$ cat config.mk
export PLATFORM = sky130hd
export DESIGN_NAME = rle_byte_decompressor
export DESIGN_NICKNAME = d
export VERILOG_FILES = /design/src/design/rle_pkg.sv /design/src/design/rle_byte_decompressor.sv /design/src/design/rle_front.sv /design/src/design/rle_cmd_fifo.sv /design/src/design/rle_back.sv
export SDC_FILE = /design/constraint.sdc
export NUM_CORES = 1
export LEC_CHECK = 0
export BUFFER_PORTS_ARGS = -buffer_cell sky130_fd_sc_hd__buf_2
export CAP_MARGIN = 5
export CORE_ASPECT_RATIO = 0.9
export CORE_MARGIN = 2
export CORE_UTILIZATION = 50
export DETAILED_ROUTE_END_ITERATION = 12
export GPL_TIMING_DRIVEN = 1
export PLACE_DENSITY = 0.67
export SYNTH_ARGS = -nofsm -noshare
export SYNTH_HDL_FRONTEND = slang
export SYNTH_SLANG_ARGS = --single-unit
$ cat constraint.sdc
create_clock -name aclk -period 23.9 [get_ports aclk]
set_input_delay 2.39 -clock aclk [delete_from_list [all_inputs] [get_ports aclk]]
set_output_delay 2.39 -clock aclk [all_outputs]
set_load 0.01 [all_outputs]
$ cat src/design/rle_pkg.sv
// Shared types and constants of the byte run-length decompressor.
`timescale 1ns / 1ps
`default_nettype none

package rle_pkg;

    localparam logic [7:0] FLAG_REPEAT_BIT = 8'h80;
    localparam logic [7:0] FLAG_COUNT_MASK = 8'h7F;
    localparam logic [7:0] REPEAT_BIAS     = 8'd3;
    localparam logic [7:0] LITERAL_BIAS    = 8'd1;
    localparam logic [1:0] HDR_LAST_INDEX  = 2'd3;
    localparam logic [2:0] WORD_BYTES      = 3'd4;

    typedef enum logic [2:0] {
        PH_HEADER,
        PH_FLAG,
        PH_REPEAT,
        PH_LITERAL,
        PH_DONE
    } phase_t;

    typedef enum logic [1:0] {
        CMD_START,
        CMD_BYTES,
        CMD_FLUSH
    } cmd_kind_t;

    // One unit of work for the back end.
    typedef struct packed {
        cmd_kind_t  kind;
        logic [7:0] value;
        logic [7:0] count;
        logic       last;
        logic       overflow;
    } cmd_t;

    typedef struct packed {
        logic full;
        logic empty;
    } q_stat_t;

endpackage

`default_nettype wire

$ cat src/design/rle_byte_decompressor.sv
// Top level of the byte run-length decompressor: parser, command queue, word packer.
`timescale 1ns / 1ps
`default_nettype none

// Channel  | Direction | Handshake          | Payload
// s_       | in        | s_valid / s_ready  | s_in_byte[7:0], s_start_of_stream
// m_       | out       | m_valid / m_ready  | m_data_word[31:0], m_byte_count[2:0],
//          |           |                    | m_last, m_overflow
//
// The parser takes one item per cycle while the command queue has room.
// Literal bytes leave the packer at one byte per cycle, and a repeat run fills up
// to four lanes of a word per cycle, while the result register can take each word.
// Reset (aresetn low, synchronous) clears all control state; no clearing pass.
// A stalled m_ready holds the result register, then the packer, then the queue fills
// and s_ready drops.

module rle_byte_decompressor
    import rle_pkg::*;
#(
    parameter int QUEUE_DEPTH = 4
) (
    input  wire logic        aclk,
    input  wire logic        aresetn,
    input  wire logic        s_valid,
    output logic             s_ready,
    input  wire logic [7:0]  s_in_byte,
    input  wire logic        s_start_of_stream,
    output logic             m_valid,
    input  wire logic        m_ready,
    output logic [31:0]      m_data_word,
    output logic [2:0]       m_byte_count,
    output logic             m_last,
    output logic             m_overflow
);

    logic    accept;
    logic    push;
    cmd_t    push_cmd;
    logic    pop;
    cmd_t    head;
    q_stat_t stat;

    // Take an item only when its command is sure of a slot.
    assign s_ready = !stat.full;
    assign accept  = s_valid && s_ready;

    rle_front u_front (
        .aclk            (aclk),
        .aresetn         (aresetn),
        .accept          (accept),
        .in_byte         (s_in_byte),
        .start_of_stream (s_start_of_stream),
        .push            (push),
        .push_cmd        (push_cmd)
    );

    rle_cmd_fifo #(
        .DEPTH (QUEUE_DEPTH)
    ) u_queue (
        .aclk     (aclk),
        .aresetn  (aresetn),
        .push     (push),
        .push_cmd (push_cmd),
        .pop      (pop),
        .head     (head),
        .stat     (stat)
    );

    rle_back u_back (
        .aclk         (aclk),
        .aresetn      (aresetn),
        .head         (head),
        .stat         (stat),
        .pop          (pop),
        .m_valid      (m_valid),
        .m_ready      (m_ready),
        .m_data_word  (m_data_word),
        .m_byte_count (m_byte_count),
        .m_last       (m_last),
        .m_overflow   (m_overflow)
    );

    // An overflow always ends the stream.
    a_ovf_is_last: assert property (@(posedge aclk) disable iff (!aresetn)
        m_valid && m_overflow |-> m_last)
        else $error("overflow result without last");

    // Every word before the final one of a stream is full.
    a_full_words: assert property (@(posedge aclk) disable iff (!aresetn)
        m_valid && !m_last |-> m_byte_count == WORD_BYTES)
        else $error("partial word before end of stream");

    // Nothing is pushed into a full queue.
    a_no_push_full: assert property (@(posedge aclk) disable iff (!aresetn)
        stat.full |-> !push)
        else $error("command pushed into full queue");

endmodule

`default_nettype wire

$ cat src/design/rle_front.sv
// Front end: parses the header and flag bytes and issues commands to the queue.
`timescale 1ns / 1ps
`default_nettype none

module rle_front
    import rle_pkg::*;
(
    input  wire logic       aclk,
    input  wire logic       aresetn,
    input  wire logic       accept,
    input  wire logic [7:0] in_byte,
    input  wire logic       start_of_stream,
    output logic            push,
    output cmd_t            push_cmd
);

    phase_t      phase_reg, phase_next;
    logic [1:0]  hdr_idx_reg, hdr_idx_next;
    logic [23:0] size_reg, size_next;
    logic [23:0] prod_reg, prod_next;
    logic [7:0]  lit_rem_reg, lit_rem_next;
    logic [7:0]  rep_len_reg, rep_len_next;

    logic [7:0]  width;
    logic [24:0] need;
    logic [23:0] prod_rep;
    logic [23:0] prod_lit;
    logic [7:0]  lit_dec;

    always_ff @(posedge aclk) begin
        if (!aresetn) begin
            phase_reg   <= PH_DONE;
            hdr_idx_reg <= 2'd0;
            size_reg    <= 24'd0;
            prod_reg    <= 24'd0;
            lit_rem_reg <= 8'd0;
            rep_len_reg <= 8'd0;
        end else begin
            phase_reg   <= phase_next;
            hdr_idx_reg <= hdr_idx_next;
            size_reg    <= size_next;
            prod_reg    <= prod_next;
            lit_rem_reg <= lit_rem_next;
            rep_len_reg <= rep_len_next;
        end
    end

    assign width    = (in_byte & FLAG_COUNT_MASK)
                      + (((in_byte & FLAG_REPEAT_BIT) != 8'd0) ? REPEAT_BIAS : LITERAL_BIAS);
    assign need     = {1'b0, prod_reg} + {17'd0, width};
    assign prod_rep = prod_reg + {16'd0, rep_len_reg};
    assign prod_lit = prod_reg + 24'd1;
    assign lit_dec  = (lit_rem_reg != 8'd0) ? lit_rem_reg - 8'd1 : 8'd0;

    always_comb begin
        phase_next        = phase_reg;
        hdr_idx_next      = hdr_idx_reg;
        size_next         = size_reg;
        prod_next         = prod_reg;
        lit_rem_next      = lit_rem_reg;
        rep_len_next      = rep_len_reg;
        push              = 1'b0;
        push_cmd.kind     = CMD_BYTES;
        push_cmd.value    = in_byte;
        push_cmd.count    = 8'd0;
        push_cmd.last     = 1'b0;
        push_cmd.overflow = 1'b0;
        if (accept) begin
            if (start_of_stream) begin
                phase_next    = PH_HEADER;
                hdr_idx_next  = 2'd1;
                size_next     = 24'd0;
                prod_next     = 24'd0;
                lit_rem_next  = 8'd0;
                rep_len_next  = 8'd0;
                push          = 1'b1;
                push_cmd.kind = CMD_START;
            end else begin
                case (phase_reg)
                    PH_HEADER: begin
                        case (hdr_idx_reg)
                            2'd1: size_next[7:0]  = in_byte;
                            2'd2: size_next[15:8] = in_byte;
                            default: size_next[23:16] = in_byte;
                        endcase
                        if (hdr_idx_reg == HDR_LAST_INDEX) begin
                            hdr_idx_next = 2'd0;
                            phase_next   = PH_FLAG;
                            if ({in_byte, size_reg[15:0]} == 24'd0) begin
                                // Empty stream: one empty final result.
                                push          = 1'b1;
                                push_cmd.kind = CMD_FLUSH;
                                push_cmd.last = 1'b1;
                                phase_next    = PH_DONE;
                            end
                        end else begin
                            hdr_idx_next = hdr_idx_reg + 2'd1;
                        end
                    end
                    PH_FLAG: begin
                        if (need > {1'b0, size_reg}) begin
                            push              = 1'b1;
                            push_cmd.kind     = CMD_FLUSH;
                            push_cmd.last     = 1'b1;
                            push_cmd.overflow = 1'b1;
                            phase_next        = PH_DONE;
                        end else if ((in_byte & FLAG_REPEAT_BIT) != 8'd0) begin
                            rep_len_next = width;
                            phase_next   = PH_REPEAT;
                        end else begin
                            lit_rem_next = width;
                            phase_next   = PH_LITERAL;
                        end
                    end
                    PH_REPEAT: begin
                        push           = 1'b1;
                        push_cmd.count = rep_len_reg;
                        push_cmd.last  = (prod_rep == size_reg);
                        prod_next      = prod_rep;
                        rep_len_next   = 8'd0;
                        phase_next     = (prod_rep == size_reg) ? PH_DONE : PH_FLAG;
                    end
                    PH_LITERAL: begin
                        push           = 1'b1;
                        push_cmd.count = 8'd1;
                        push_cmd.last  = (prod_lit == size_reg);
                        prod_next      = prod_lit;
                        lit_rem_next   = lit_dec;
                        if (prod_lit == size_reg) begin
                            phase_next = PH_DONE;
                        end else if (lit_dec == 8'd0) begin
                            phase_next = PH_FLAG;
                        end
                    end
                    default: begin
                        phase_next = PH_DONE;
                    end
                endcase
            end
        end
    end

endmodule

`default_nettype wire

$ cat src/design/rle_cmd_fifo.sv
// Short command queue between the parser and the word packer.
`timescale 1ns / 1ps
`default_nettype none

module rle_cmd_fifo
    import rle_pkg::*;
#(
    parameter int DEPTH = 4
) (
    input  wire logic aclk,
    input  wire logic aresetn,
    input  wire logic push,
    input  cmd_t      push_cmd,
    input  wire logic pop,
    output cmd_t      head,
    output q_stat_t   stat
);

    localparam int PTR_W = (DEPTH > 1) ? $clog2(DEPTH) : 1;
    localparam int CNT_W = $clog2(DEPTH + 1);

    cmd_t             slots_reg [DEPTH];
    logic [PTR_W-1:0] wr_ptr_reg, wr_ptr_next;
    logic [PTR_W-1:0] rd_ptr_reg, rd_ptr_next;
    logic [CNT_W-1:0] cnt_reg, cnt_next;
    logic             do_push, do_pop;

    assign stat.full  = (cnt_reg == CNT_W'(DEPTH));
    assign stat.empty = (cnt_reg == '0);
    assign do_push    = push && !stat.full;
    assign do_pop     = pop && !stat.empty;
    assign head       = slots_reg[rd_ptr_reg];

    always_comb begin
        wr_ptr_next = wr_ptr_reg;
        rd_ptr_next = rd_ptr_reg;
        cnt_next    = cnt_reg;
        if (do_push) begin
            wr_ptr_next = (wr_ptr_reg == PTR_W'(DEPTH - 1)) ? '0 : wr_ptr_reg + 1'b1;
        end
        if (do_pop) begin
            rd_ptr_next = (rd_ptr_reg == PTR_W'(DEPTH - 1)) ? '0 : rd_ptr_reg + 1'b1;
        end
        if (do_push && !do_pop) begin
            cnt_next = cnt_reg + 1'b1;
        end else if (do_pop && !do_push) begin
            cnt_next = cnt_reg - 1'b1;
        end
    end

    always_ff @(posedge aclk) begin
        if (!aresetn) begin
            wr_ptr_reg <= '0;
            rd_ptr_reg <= '0;
            cnt_reg    <= '0;
        end else begin
            wr_ptr_reg <= wr_ptr_next;
            rd_ptr_reg <= rd_ptr_next;
            cnt_reg    <= cnt_next;
        end
    end

    always_ff @(posedge aclk) begin
        if (do_push) begin
            slots_reg[wr_ptr_reg] <= push_cmd;
        end
    end

endmodule

`default_nettype wire

$ cat src/design/rle_back.sv
// Back end: packs command bytes into words and holds the result register.
`timescale 1ns / 1ps
`default_nettype none

module rle_back
    import rle_pkg::*;
(
    input  wire logic        aclk,
    input  wire logic        aresetn,
    input  cmd_t             head,
    input  q_stat_t          stat,
    output logic             pop,
    output logic             m_valid,
    input  wire logic        m_ready,
    output logic [31:0]      m_data_word,
    output logic [2:0]       m_byte_count,
    output logic             m_last,
    output logic             m_overflow
);

    logic [23:0] acc_reg, acc_next;
    logic [1:0]  pend_reg, pend_next;
    logic [7:0]  done_reg, done_next;
    logic        m_valid_reg;
    logic [31:0] m_data_word_reg;
    logic [2:0]  m_byte_count_reg;
    logic        m_last_reg;
    logic        m_overflow_reg;

    logic        out_free;
    logic [31:0] acc_ext;
    logic [7:0]  rem;
    logic [2:0]  space;
    logic [2:0]  take;
    logic [2:0]  new_cnt;
    logic        final_step;
    logic [31:0] packed_word;
    logic        emit;
    logic        load;
    logic [31:0] emit_word;
    logic [2:0]  emit_cnt;
    logic        emit_last;
    logic        emit_ovf;

    assign out_free   = !m_valid_reg || m_ready;
    assign acc_ext    = {8'd0, acc_reg};
    assign rem        = head.count - done_reg;
    assign space      = WORD_BYTES - {1'b0, pend_reg};
    assign take       = (rem < {5'd0, space}) ? rem[2:0] : space;
    assign new_cnt    = {1'b0, pend_reg} + take;
    assign final_step = ({5'd0, take} == rem);

    // Keep pending bytes, fill the next lanes with the value, zero the rest.
    always_comb begin
        for (int i = 0; i < 4; i++) begin
            if (3'(i) < {1'b0, pend_reg}) begin
                packed_word[8*i +: 8] = acc_ext[8*i +: 8];
            end else if (3'(i) < new_cnt) begin
                packed_word[8*i +: 8] = head.value;
            end else begin
                packed_word[8*i +: 8] = 8'd0;
            end
        end
    end

    always_comb begin
        acc_next  = acc_reg;
        pend_next = pend_reg;
        done_next = done_reg;
        pop       = 1'b0;
        emit      = 1'b0;
        emit_word = acc_ext;
        emit_cnt  = {1'b0, pend_reg};
        emit_last = 1'b1;
        emit_ovf  = head.overflow;
        if (!stat.empty) begin
            case (head.kind)
                CMD_START: begin
                    // Drop the partial word of the abandoned stream.
                    acc_next  = 24'd0;
                    pend_next = 2'd0;
                    done_next = 8'd0;
                    pop       = 1'b1;
                end
                CMD_FLUSH: begin
                    emit = 1'b1;
                    if (out_free) begin
                        acc_next  = 24'd0;
                        pend_next = 2'd0;
                        done_next = 8'd0;
                        pop       = 1'b1;
                    end
                end
                CMD_BYTES: begin
                    emit      = (new_cnt == WORD_BYTES) || (final_step && head.last);
                    emit_word = packed_word;
                    emit_cnt  = new_cnt;
                    emit_last = final_step && head.last;
                    emit_ovf  = 1'b0;
                    if (!emit || out_free) begin
                        if (emit) begin
                            acc_next  = 24'd0;
                            pend_next = 2'd0;
                        end else begin
                            acc_next  = packed_word[23:0];
                            pend_next = new_cnt[1:0];
                        end
                        if (final_step) begin
                            done_next = 8'd0;
                            pop       = 1'b1;
                        end else begin
                            done_next = done_reg + {5'd0, take};
                        end
                    end
                end
                default: begin
                    pop = 1'b1;
                end
            endcase
        end
    end

    assign load = emit && out_free;

    always_ff @(posedge aclk) begin
        if (!aresetn) begin
            acc_reg     <= 24'd0;
            pend_reg    <= 2'd0;
            done_reg    <= 8'd0;
            m_valid_reg <= 1'b0;
        end else begin
            acc_reg  <= acc_next;
            pend_reg <= pend_next;
            done_reg <= done_next;
            if (load) begin
                m_valid_reg <= 1'b1;
            end else if (m_ready) begin
                m_valid_reg <= 1'b0;
            end
        end
    end

    always_ff @(posedge aclk) begin
        if (load) begin
            m_data_word_reg  <= emit_word;
            m_byte_count_reg <= emit_cnt;
            m_last_reg       <= emit_last;
            m_overflow_reg   <= emit_ovf;
        end
    end

    assign m_valid      = m_valid_reg;
    assign m_data_word  = m_data_word_reg;
    assign m_byte_count = m_byte_count_reg;
    assign m_last       = m_last_reg;
    assign m_overflow   = m_overflow_reg;

endmodule

`default_nettype wire

# Word-level counts from Yosys, hierarchy flattened
# Memories as Yosys holds them, arrays and structs flattened. A register that Yosys moved wholly into a read port is not among the register bits.
# Index checks and enable logic that the tools add are counted.
op_classes:
  addsub: 14
  magnitude_cmp: 9
  n_eq_ne: 23
  n_mux: 89
  bitwise_logic: 3
  n_reduce_logical: 44
ops:
  columns: ["operator", "n"]
  rows:
  - ["$mux W24", 8]
  - ["$mux W8", 19]
  - ["$pmux W24 S3", 1]
  - ["$eq A24 B24 Y1", 2]
  - ["$pmux W24 S2", 1]
  - ["$pmux W8 S2", 3]
  - ["$mux W2", 19]
  - ["$mux W3", 10]
  - ["$add A24 B8 Y25", 1]
  - ["$gt A25 B24 Y1", 1]
  - ["$add A24 B1 Y24 const B", 1]
  - ["$add A24 B8 Y24", 1]
  - ["$logic_not A24 Y1", 1]
  - ["$pmux W8 S3", 1]
  - ["$mux W10", 2]
  - ["$mux W1", 18]
  - ["$pmux W3 S4", 1]
  - ["$reduce_and A3 Y1", 4]
  - ["$reduce_and A4 Y1", 3]
  - ["$reduce_bool A3 Y1", 4]
  - ["$eq A2 B2 Y1 const B", 5]
  - ["$reduce_bool A2 Y1", 5]
  - ["$ne A3 B3 Y1 const B", 3]
  - ["$add A7 B8 Y8", 1]
  - ["37 further kinds", 67]
totals:
  register_bits: 148
  ram_bits: 80
  in_bits: 13
  out_inout_bits: 39
  word_cells: 204
  memories: 1
mem_list:
  columns: ["memory", "words", "width", "read_ports", "rd_clocked_by_memory_dff", "write_ports", "line_no", "source"]
  rows:
  - ["u_queue.slots_reg", 4, 20, 1, 1, 1, "rle_cmd_fifo.sv:22", "cmd_t slots_reg [DEPTH];"]

# Longest topological paths before layout
# Gate-level depths: netlist (run 1).
depth:
  word_depth: 15
  depth_mapped: 31
  depth_no_buf: 30

# Cells and area by module
# A second synthesis (run 1) with hierarchy kept.
unflattened:
  cells_unflattened: 1469
  hier_area_um2: 14262.4
by_module_without_submodules:
  columns: ["mod", "instances", "cells_per_inst", "area_per_inst_um2", "seq_area_each_um2"]
  rows:
  - ["rle_front", 1, 973, 7223.2, 1381.3]
  - ["rle_back", 1, 339, 3671.0, 1811.7]
  - ["rle_cmd_fifo", 1, 155, 3358.2, 2582.5]
  - ["rle_byte_decompressor", 1, 2, 10.0, 0.0]

# Least setup slack after synthesis (run 1)
# No wires, ideal clock.
synth_path:
  kind: "register to register"
  from: "reg with a tool-made name"
  to: "reg u_back.m_byte_count_reg[0] (netlist: u_back.m_byte_count[0]), enable pin"
  setup_ns: 0.431
  t_arrival_ns: 8.036
  t_required_ns: 23.469
  path_slack_ns: 15.433
  path_stages_with_launch: 26
  path_buffers: 2
  synth_period_minus_slack_ns: 8.467
  cell_sequence: "dfxtp_1 -> buf_1 -> clkbuf_1 -> mux4_2 -> inv_1 -> ha_1 -> inv_1 -> fa_1 -> xnor2_1 -> inv_1 -> ha_1 -> o21ai_0 -> nand2b_1 -> a211o_1 -> nor4_4 -> nor2_1 -> a21oi_1 -> ha_1 -> inv_1 -> fa_1 -> nand2b_1 -> or3_1 -> or3_1 -> o2111a_1 -> a211o_1 -> nor2_1"
synth_rtl:
  columns: ["item", "line_no", "source"]
  rows:
  - ["end signal, assigned", "rle_back.sv:146", "m_byte_count_reg <= emit_cnt;"]
  - ["end, declared", "rle_back.sv:26", "logic [2:0] m_byte_count_reg;"]

# Final worst setup path (run 1)
layout_path:
  from: "in s_in_byte[7]"
  to: "reg u_queue.cnt_reg[2]"
layout_between:
  elab_chain_cells: 12
  elab_cells_between_ends: 17
  cone_classes: "2 x add/sub; 1 x order compare; 8 x mux; 6 x reduce/logical"
layout_lines:
  columns: ["item", "line_no", "source"]
  rows:
  - ["start, declared", "rle_byte_decompressor.sv:26", "input wire logic [7:0] s_in_byte,"]
  - ["$mux W2", "rle_front.sv:49", "+ (((in_byte & FLAG_REPEAT_BIT) != 8'd0) ? REPEAT_BIAS : LITERAL_BIAS);"]
  - ["$add A7 B8 Y8", "rle_front.sv:49", null]
  - ["$add A24 B8 Y25", "rle_front.sv:50", "assign need = {1'b0, prod_reg} + {17'd0, width};"]
  - ["$gt A25 B24 Y1", "rle_front.sv:101", "if (need > {1'b0, size_reg}) begin"]
  - ["$mux W1", "rle_front.sv:101", null]
  - ["$pmux W1 S3 (*)", "rle_front.sv:79", "case (phase_reg)"]
  - ["$mux W1 (*)", "rle_front.sv:69", "if (start_of_stream) begin"]
  - ["$mux W1 (*)", "rle_front.sv:68", "if (accept) begin"]
  - ["$logic_and A1 B1 Y1 (*)", "rle_cmd_fifo.sv:30", "assign do_push = push && !stat.full;"]
  - ["$logic_not A1 Y1", "rle_cmd_fifo.sv:46", "end else if (do_pop && !do_push) begin"]
  - ["$logic_and A1 B1 Y1", "rle_cmd_fifo.sv:46", null]
  - ["$reduce_bool A2 Y1 (no line)", null, null]
  - ["end signal, assigned", "rle_cmd_fifo.sv:59", "cnt_reg <= cnt_next;"]
  - ["end, declared", "rle_cmd_fifo.sv:25", "logic [CNT_W-1:0] cnt_reg, cnt_next;"]
# Mark *: on every way between the ends. The rest lies on a longest branch, timed or not.
# A chain may end at the register's enable or synchronous reset.

==> results of run 1 <==
## layout by cell type (no fill, tap or decap), types with 20 or more instances in the layout
cell type / Yosys / routed
mux2i_1: 20 / 20
o21ai_0: 46 / 46
xnor2_1: 60 / 60
nand2_1: 68 / 68
nor2_1: 132 / 130
mux4_2: 20 / 20
a22o_1: 48 / 48
and3_1: 29 / 29
buf_2: 10 / 51
nor3_1: 38 / 37
clkbuf_16: 0 / 24
nand4_1: 25 / 25
a21oi_1: 76 / 76
dfxtp_1: 113 / 113
inv_1: 83 / 82
edfxtp_1: 117 / 117
nand3_1: 28 / 28
xor2_1: 39 / 39
ha_1: 72 / 72
a22oi_1: 25 / 25
## logic make-up (layout without fill, tap and decap cells)
group,Yosys count,in the layout
compound gates,336,336
xor+xnor,104,104
fa+ha+maj,79,79
buf+inv,148,186
flops,230,230
mux,43,43
simple gates,422,422
## metrics by stage
stage	setup slack, ns	hold slack (ns)
after CTS	15.48	0.477
after floorplan	15.43	0.443
after global placement	15.13	0.456
after global routing	14.83	0.494
final	15.37	0.478
after detailed placement	14.98	0.459
## Yosys cell counts, types with 5 or more instances
cell      count
nor2_1      132
edfxtp_1    117
dfxtp_1     113
inv_1        83
a21oi_1      76
ha_1         72
nand2_1      68
xnor2_1      60
a22o_1       48
clkbuf_1     48
o21ai_0      46
xor2_1       39
nor3_1       38
and3_1       29
nand3_1      28
a22oi_1      25
nand4_1      25
mux2i_1      20
mux4_2       20
a211oi_1     16
or3_1        16
a21o_1       14
nor2b_1      13
and2_1       12
nor4_1       11
o21ai_1      11
buf_2        10
nand2b_1     10
o31ai_1      10
a311oi_1      9
a31oi_1       9
o211ai_1      8
fa_1          7
or4_1         7
and4_1        6
or2_2         6
o211a_1       5
## worst max-delay path by stage
stage                             from                                to  slack [ns]  cells past startpoint
after global routing      s_in_byte[7]   u_queue.cnt_reg[2]$_SDFFE_PN0P_       14.83                     31
after floorplan              flip-flop  u_back.m_byte_count[0]$_DFFE_PP_       15.43                     25
after CTS                 s_in_byte[7]   u_queue.cnt_reg[2]$_SDFFE_PN0P_       15.48                     31
final                     s_in_byte[7]   u_queue.cnt_reg[2]$_SDFFE_PN0P_       15.37                     31
after global placement    s_in_byte[7]   u_queue.cnt_reg[2]$_SDFFE_PN0P_       15.13                     31
after detailed placement  s_in_byte[7]   u_queue.cnt_reg[2]$_SDFFE_PN0P_       14.98                     30
## layout make-up
cell class / count / share of cell area (%)
clock buffers: 32 / 4.35
clock inverters: 12 / 1.17
inverters: 83 / 2.08
multi-input cells: 984 / 48.8
flip-flops and latches: 230 / 38.6
well taps: 354 / 2.96
repair buffers: 59 / 2.11
## power groups by stage
stage	sequential, W	combinational, W	clock, W
global placement	0.000477	0.000357	0
finish	0.000469	0.000363	0.000389
global route	0.000472	0.000400	0.000410
floorplan	0.000484	0.000264	0
CTS	0.000470	0.000362	0.000395
detailed placement	0.000478	0.000360	0
## metal layers
layer,share of wire [%],up-vias
met1,45,5187
met4,2.6,0
met3,5.8,58
met5,0,-
met2,47,328
li1,-,5111
## critical path: cells and delay by family
kind / cells / cell delay [ns]
AND/OR/NAND/NOR: 7 / 1.93
AO/OA/AOI/OAI: 12 / 2.20
adder cells (fa/ha/maj): 5 / 1.41
buffers and inverters: 4 / 0.48
XOR/XNOR: 3 / 0.57
==> results_dict.tcl, run 1 <==
set metrics [dict create \
    clock-root-buffer "clkbuf_16" \
    insertion_delay_ns 0.54 \
    fin_worst_skew_ns 0.0220 \
    wl_per_cell_um 20.5 \
    grt_pass1_wl_mm 56.0 \
    place_congestion 0.953 \
    hold_end "u_back.acc_reg[17]$_SDFFE_PN0P_" \
    use_met1_pct 35.1 \
    cts_resized 0 \
    yosys_warnings 0 \
    setup_viol_count_final 0 \
    drt_iter0_drc 842 \
    top_usage_layer "met2" \
    required_ns 24.35 \
    period_share_pct 35.7 \
    met2_usage_pct 40.5 \
    max_freq_mhz 117 \
    synth_seq_cells 230 \
    p_sw_w 0.000406 \
    maxCapViolations 0 \
    multi_input_area_um2 7300 \
    post-dp-hpwl_mm 25.7 \
    core-area_um2 26900 \
    yosys-top-cells-area "edfxtp_1 (26%), dfxtp_1 (17%), ha_1 (6.6%)" \
    min-delay-start "u_back.acc_reg[17]$_SDFFE_PN0P_" \
    final_area_um2 15000 \
    cp_max_fo 13 \
    crit_path_end_kind "flip-flop" \
    r2r_cells 24 \
    hp-class "reg -> reg" \
    cts_hold_buf 0 \
    grt_pass1_vias 10000 \
    synth_edf_count 117 \
    antenna_left 0 \
    area_growth_pct 9.76 \
    post_cts_buffers 0 \
    cts_buffer_depth 3 \
    synthSimpleGateAreaFrac_pct 16.0 \
    place_area_um2 14100 \
    n_fill_cell 2400 \
    ir_drop_v 0.0000539 \
    p_total_w 0.00122 \
    start_util_pct 50.7 \
    dieArea_um2 28600 \
    utilization_pct 55.7 \
    antenna_found_initial 0 \
    place_inst 1710 \
    avgSynthCellArea_um2 10.0 \
    diodes 0 \
    p_per_area_nw_per_um2 81.5 \
    seqCellArea_um2 5780 \
    comb_power_share_pct 29.7 \
    cts_max_level 1 \
    syn-num-nets 1454 \
    outcome "finished clean" \
    clock_power_share_pct 31.8 \
    setup_tns_ns 0 \
    cp_data_arrival_time_ns 8.97 \
    slew_violations 0 \
    use_met3_pct 2.98 \
    synth_top_family_by_area "compound AO/OA/AOI/OAI gates" \
    via_per_inst 6.09 \
    synth_cell_types 93 \
    muxShareOfSynthArea_pct 5.02 \
    synthAdderAreaFrac_pct 7.63 \
    worst_pin_slew_ns 1.28 \
    pin_count 52 \
    path_class "in -> reg" \
    slew_headroom_pct 13.8 \
    yosys.area_share.xor_xnor_pct 7.13 \
    drc 0 \
    synth_compound_area_share_pct 17.6 \
    p_int_w 0.000815 \
    die-width_um 178 \
    yosysTopAreaCell "edfxtp_1" \
    drive_gt1_share_pct 11.5 \
    synth_top_flop_cell "edfxtp_1" \
    clock_sinks 230 \
    switching_share_pct 33.2 \
    start_kind "input pin" \
    yosysSeqAreaShare_pct 42.3 \
    fin_nets 1474 \
    rsz0062_at_grt "no" \
    rr_endpoint "u_back.m_data_word[17]$_DFFE_PP_" \
    drt-pass1-iter-count 5 \
    totalWireLength_mm 35.9 \
    cts_tree "done" \
    grt_usage_pct 24.9 \
    reg2reg_slack_ns 16.38 \
    via_count 10700 \
    hold_viol 0 \
    grt_overflow 0 \
    fin_crit_ns 8.53 \
    fin_cells 1754 \
    rows 57 \
    portBuffers 51 \
    cpPeakStageDelay_ns 0.55 \
    synthCells 1362 \
    crit_top_cell "ha_1" \
    cp_slowest_cell "nor3_1" \
    clk_pin_slew_ns 0.06 \
    synth_area_um2 13600 \
    yosysTopAreaCellShare_pct 25.8 \
    cts_buffers 24 \
    min_path_cells 1 \
    grt_max_degree 78 \
    largest_register_ffs 80 \
    seqPwrFrac_pct 38.5 \
    leakage_nw 5.67 \
    async_reset_ff_share_pct 0 \
    die-height_um 161 \
]
Power figures use the tool's default switching activity.
==> run 2: changes to the inputs <==
--- a/config.mk
+++ b/config.mk
@@ -12,7 +12,7 @@
 export CORE_UTILIZATION = 50
 export DETAILED_ROUTE_END_ITERATION = 12
 export GPL_TIMING_DRIVEN = 1
-export PLACE_DENSITY = 0.67
+export PLACE_DENSITY = 0.69
 export SYNTH_ARGS = -nofsm -noshare
 export SYNTH_HDL_FRONTEND = slang
 export SYNTH_SLANG_ARGS = --single-unit
==> constraint.sdc (replaced) <==
create_clock -name aclk -period 7.8 [get_ports aclk]
set_input_delay 0.78 -clock aclk [delete_from_list [all_inputs] [get_ports aclk]]
set_output_delay 0.78 -clock aclk [all_outputs]
set_load 0.01 [all_outputs]
==> run 2 against run 1 <==
Against the previous run:
- critical path depth shrank 5
- first-iteration DRC count shrank 1.1%
- via count grew 1.8%
- utilization grew 0.33 points
- design area grew 0.59%
- sequential cell count is the same
- clock skew grew 0.0018 ns
- worst hold slack lost 0.0026 ns
- setup slack lost 15 ns
- critical path type is now reg -> reg
- critical endpoint unchanged
==> results_dict.tcl, run 2 (synthesis gave the netlist of run 1 again) <==
set metrics [dict create \
    post-dp-hpwl_mm 25.4 \
    clock_sinks 230 \
    cts_buffer_depth 3 \
    required_ns 8.24 \
    p_total_w 0.00383 \
    rr_endpoint "u_queue.cnt_reg[2]$_SDFFE_PN0P_" \
    place_inst 1716 \
    hold_end "u_back.done_reg[1]$_SDFFE_PN0P_" \
    cts_buffers 24 \
    min-delay-start "u_back.done_reg[1]$_SDFFE_PN0P_" \
    fin_cells 1760 \
    setup_tns_ns 0 \
    outcome "finished clean" \
    slew_violations 0 \
    portBuffers 51 \
    p_per_area_nw_per_um2 254 \
    wl_per_cell_um 20.2 \
    place_area_um2 14200 \
    drc 0 \
    diodes 0 \
    area_growth_pct 10.4 \
    path_class "reg -> reg" \
    final_cell_mix "nor2_1 (131), edfxtp_1 (117), dfxtp_1 (113)" \
    clock-root-buffer "clkbuf_16" \
    n_fill_cell 2345 \
    start_util_pct 50.7 \
    antenna_left 0 \
    cts_resized 0 \
    final_common_cell "nor2_1" \
    drt_iter0_drc 833 \
    ir_drop_v 0.000161 \
    reg2reg_slack_ns 0.77 \
    die-width_um 178 \
    r2r_cells 26 \
    rsz0062_at_grt "no" \
    via_count 10900 \
    core-area_um2 26900 \
    totalWireLength_mm 35.5 \
    max_freq_mhz 142 \
    crit_buf_inv 6 \
    grt_usage_pct 25.1 \
    min_path_cells 2 \
    cp_data_arrival_time_ns 7.47 \
    grt_max_degree 79 \
    fin_nets 1480 \
    post_cts_buffers 0 \
    clk_pin_slew_ns 0.07 \
    hold_viol 0 \
    cts_tree "done" \
    cpPeakStageDelay_ns 0.67 \
    dieArea_um2 28600 \
    fin_crit_ns 7.03 \
    grt_overflow 0 \
    cp_slowest_cell "fa_1" \
    cts_hold_buf 0 \
    die-height_um 161 \
    period_share_pct 90.1 \
    start_kind "flip-flop" \
    drt-pass1-iter-count 6 \
    largest_register_ffs 80 \
    cp_max_fo 15 \
    grt_pass1_vias 10400 \
    pin_count 52 \
    rows 57 \
    via_per_inst 6.18 \
    slew_headroom_pct 22.8 \
    setup_viol_count_final 0 \
    worst_pin_slew_ns 1.15 \
    drive_gt1_share_pct 12.0 \
    place_congestion 0.942 \
    cpLargestDelayFamily "adder cells" \
    grt_pass1_wl_mm 56.8 \
    crit_path_end_kind "flip-flop" \
    maxCapViolations 0 \
    fin_worst_skew_ns 0.0238 \
    insertion_delay_ns 0.53 \
    leakage_nw 5.72 \
    hp-class "reg -> reg" \
    antenna_found_initial 1 \
    cts_max_level 1 \
    final_area_um2 15100 \
]
==> run 2: cell count changes in the layout (fill, tap and decap cells not counted), sizes merged <==
cell,change
bufinv,+2
buf,+6
clkinv,-1
inv,+4
clkbuf,-5
==> run 2: cell type report <==
cell class | count | area (um2) | area share (%)
Sequential cell | 230 | 5780 | 38.3
Clock buffer | 27 | 633 | 4.20
Inverter | 83 | 312 | 2.07
Clock inverter | 17 | 239 | 1.59
Multi-Input combinational cell | 984 | 7300 | 48.5
Tap cell | 354 | 443 | 2.94
Timing Repair Buffer | 65 | 360 | 2.39
==> run 2: worst max-delay path by stage <==
stage,start,endpoint,cells past startpoint
3_3_place_gp,s_in_byte[7],u_queue.cnt_reg[2]$_SDFFE_PN0P_,28
5_1_grt,flip-flop,u_queue.cnt_reg[2]$_SDFFE_PN0P_,26
3_5_place_dp,s_in_byte[7],u_queue.cnt_reg[2]$_SDFFE_PN0P_,31
2_1_floorplan,flip-flop,u_back.m_byte_count[0]$_DFFE_PP_,25
6_report,flip-flop,u_queue.cnt_reg[2]$_SDFFE_PN0P_,26
4_1_cts,flip-flop,u_queue.cnt_reg[2]$_SDFFE_PN0P_,26
==> run 2: stage by stage <==
| step | setup WS [ns] | util [%] | hold WS, ns |
|---|---|---|---|
| 6_report | 0.770 | 56.0 | 0.476 |
| 5_1_grt | 0.269 | 56.0 | 0.494 |
| 4_1_cts | 0.733 | 56.0 | 0.478 |
| 3_5_place_dp | 0.569 | 52.8 | 0.455 |
| 3_3_place_gp | 0.679 | 52.8 | 0.456 |
| 2_1_floorplan | 0.336 | - | 0.443 |
==> run 2: routing by layer <==
metal	up-vias	global-route usage, %	share of wire, %
met4	0	9.35	3.7
met3	81	3.86	5.5
li1	5120	-	-
met2	362	40.5	47
met1	5312	34.1	44
met5	-	0	0
==> run 2: tightest hold or removal path: stages, from the launching register on <==
cell	delay (ns)
dfxtp_1	0.33
nand2_1	0.06
a21oi_1	0.05
==> run 2: where the power goes <==
| group | total (W) | internal [W] | leakage (nW) | switching, W |
|---|---|---|---|---|
| clock | 0.00126 | 0.000760 | 0.418 | 0.000504 |
| combinational | 0.00112 | 0.000424 | 3.27 | 0.000695 |
| sequential | 0.00145 | 0.00139 | 2.04 | 0.0000512 |
| total | 0.00383 | 0.00258 | 5.72 | 0.00125 |
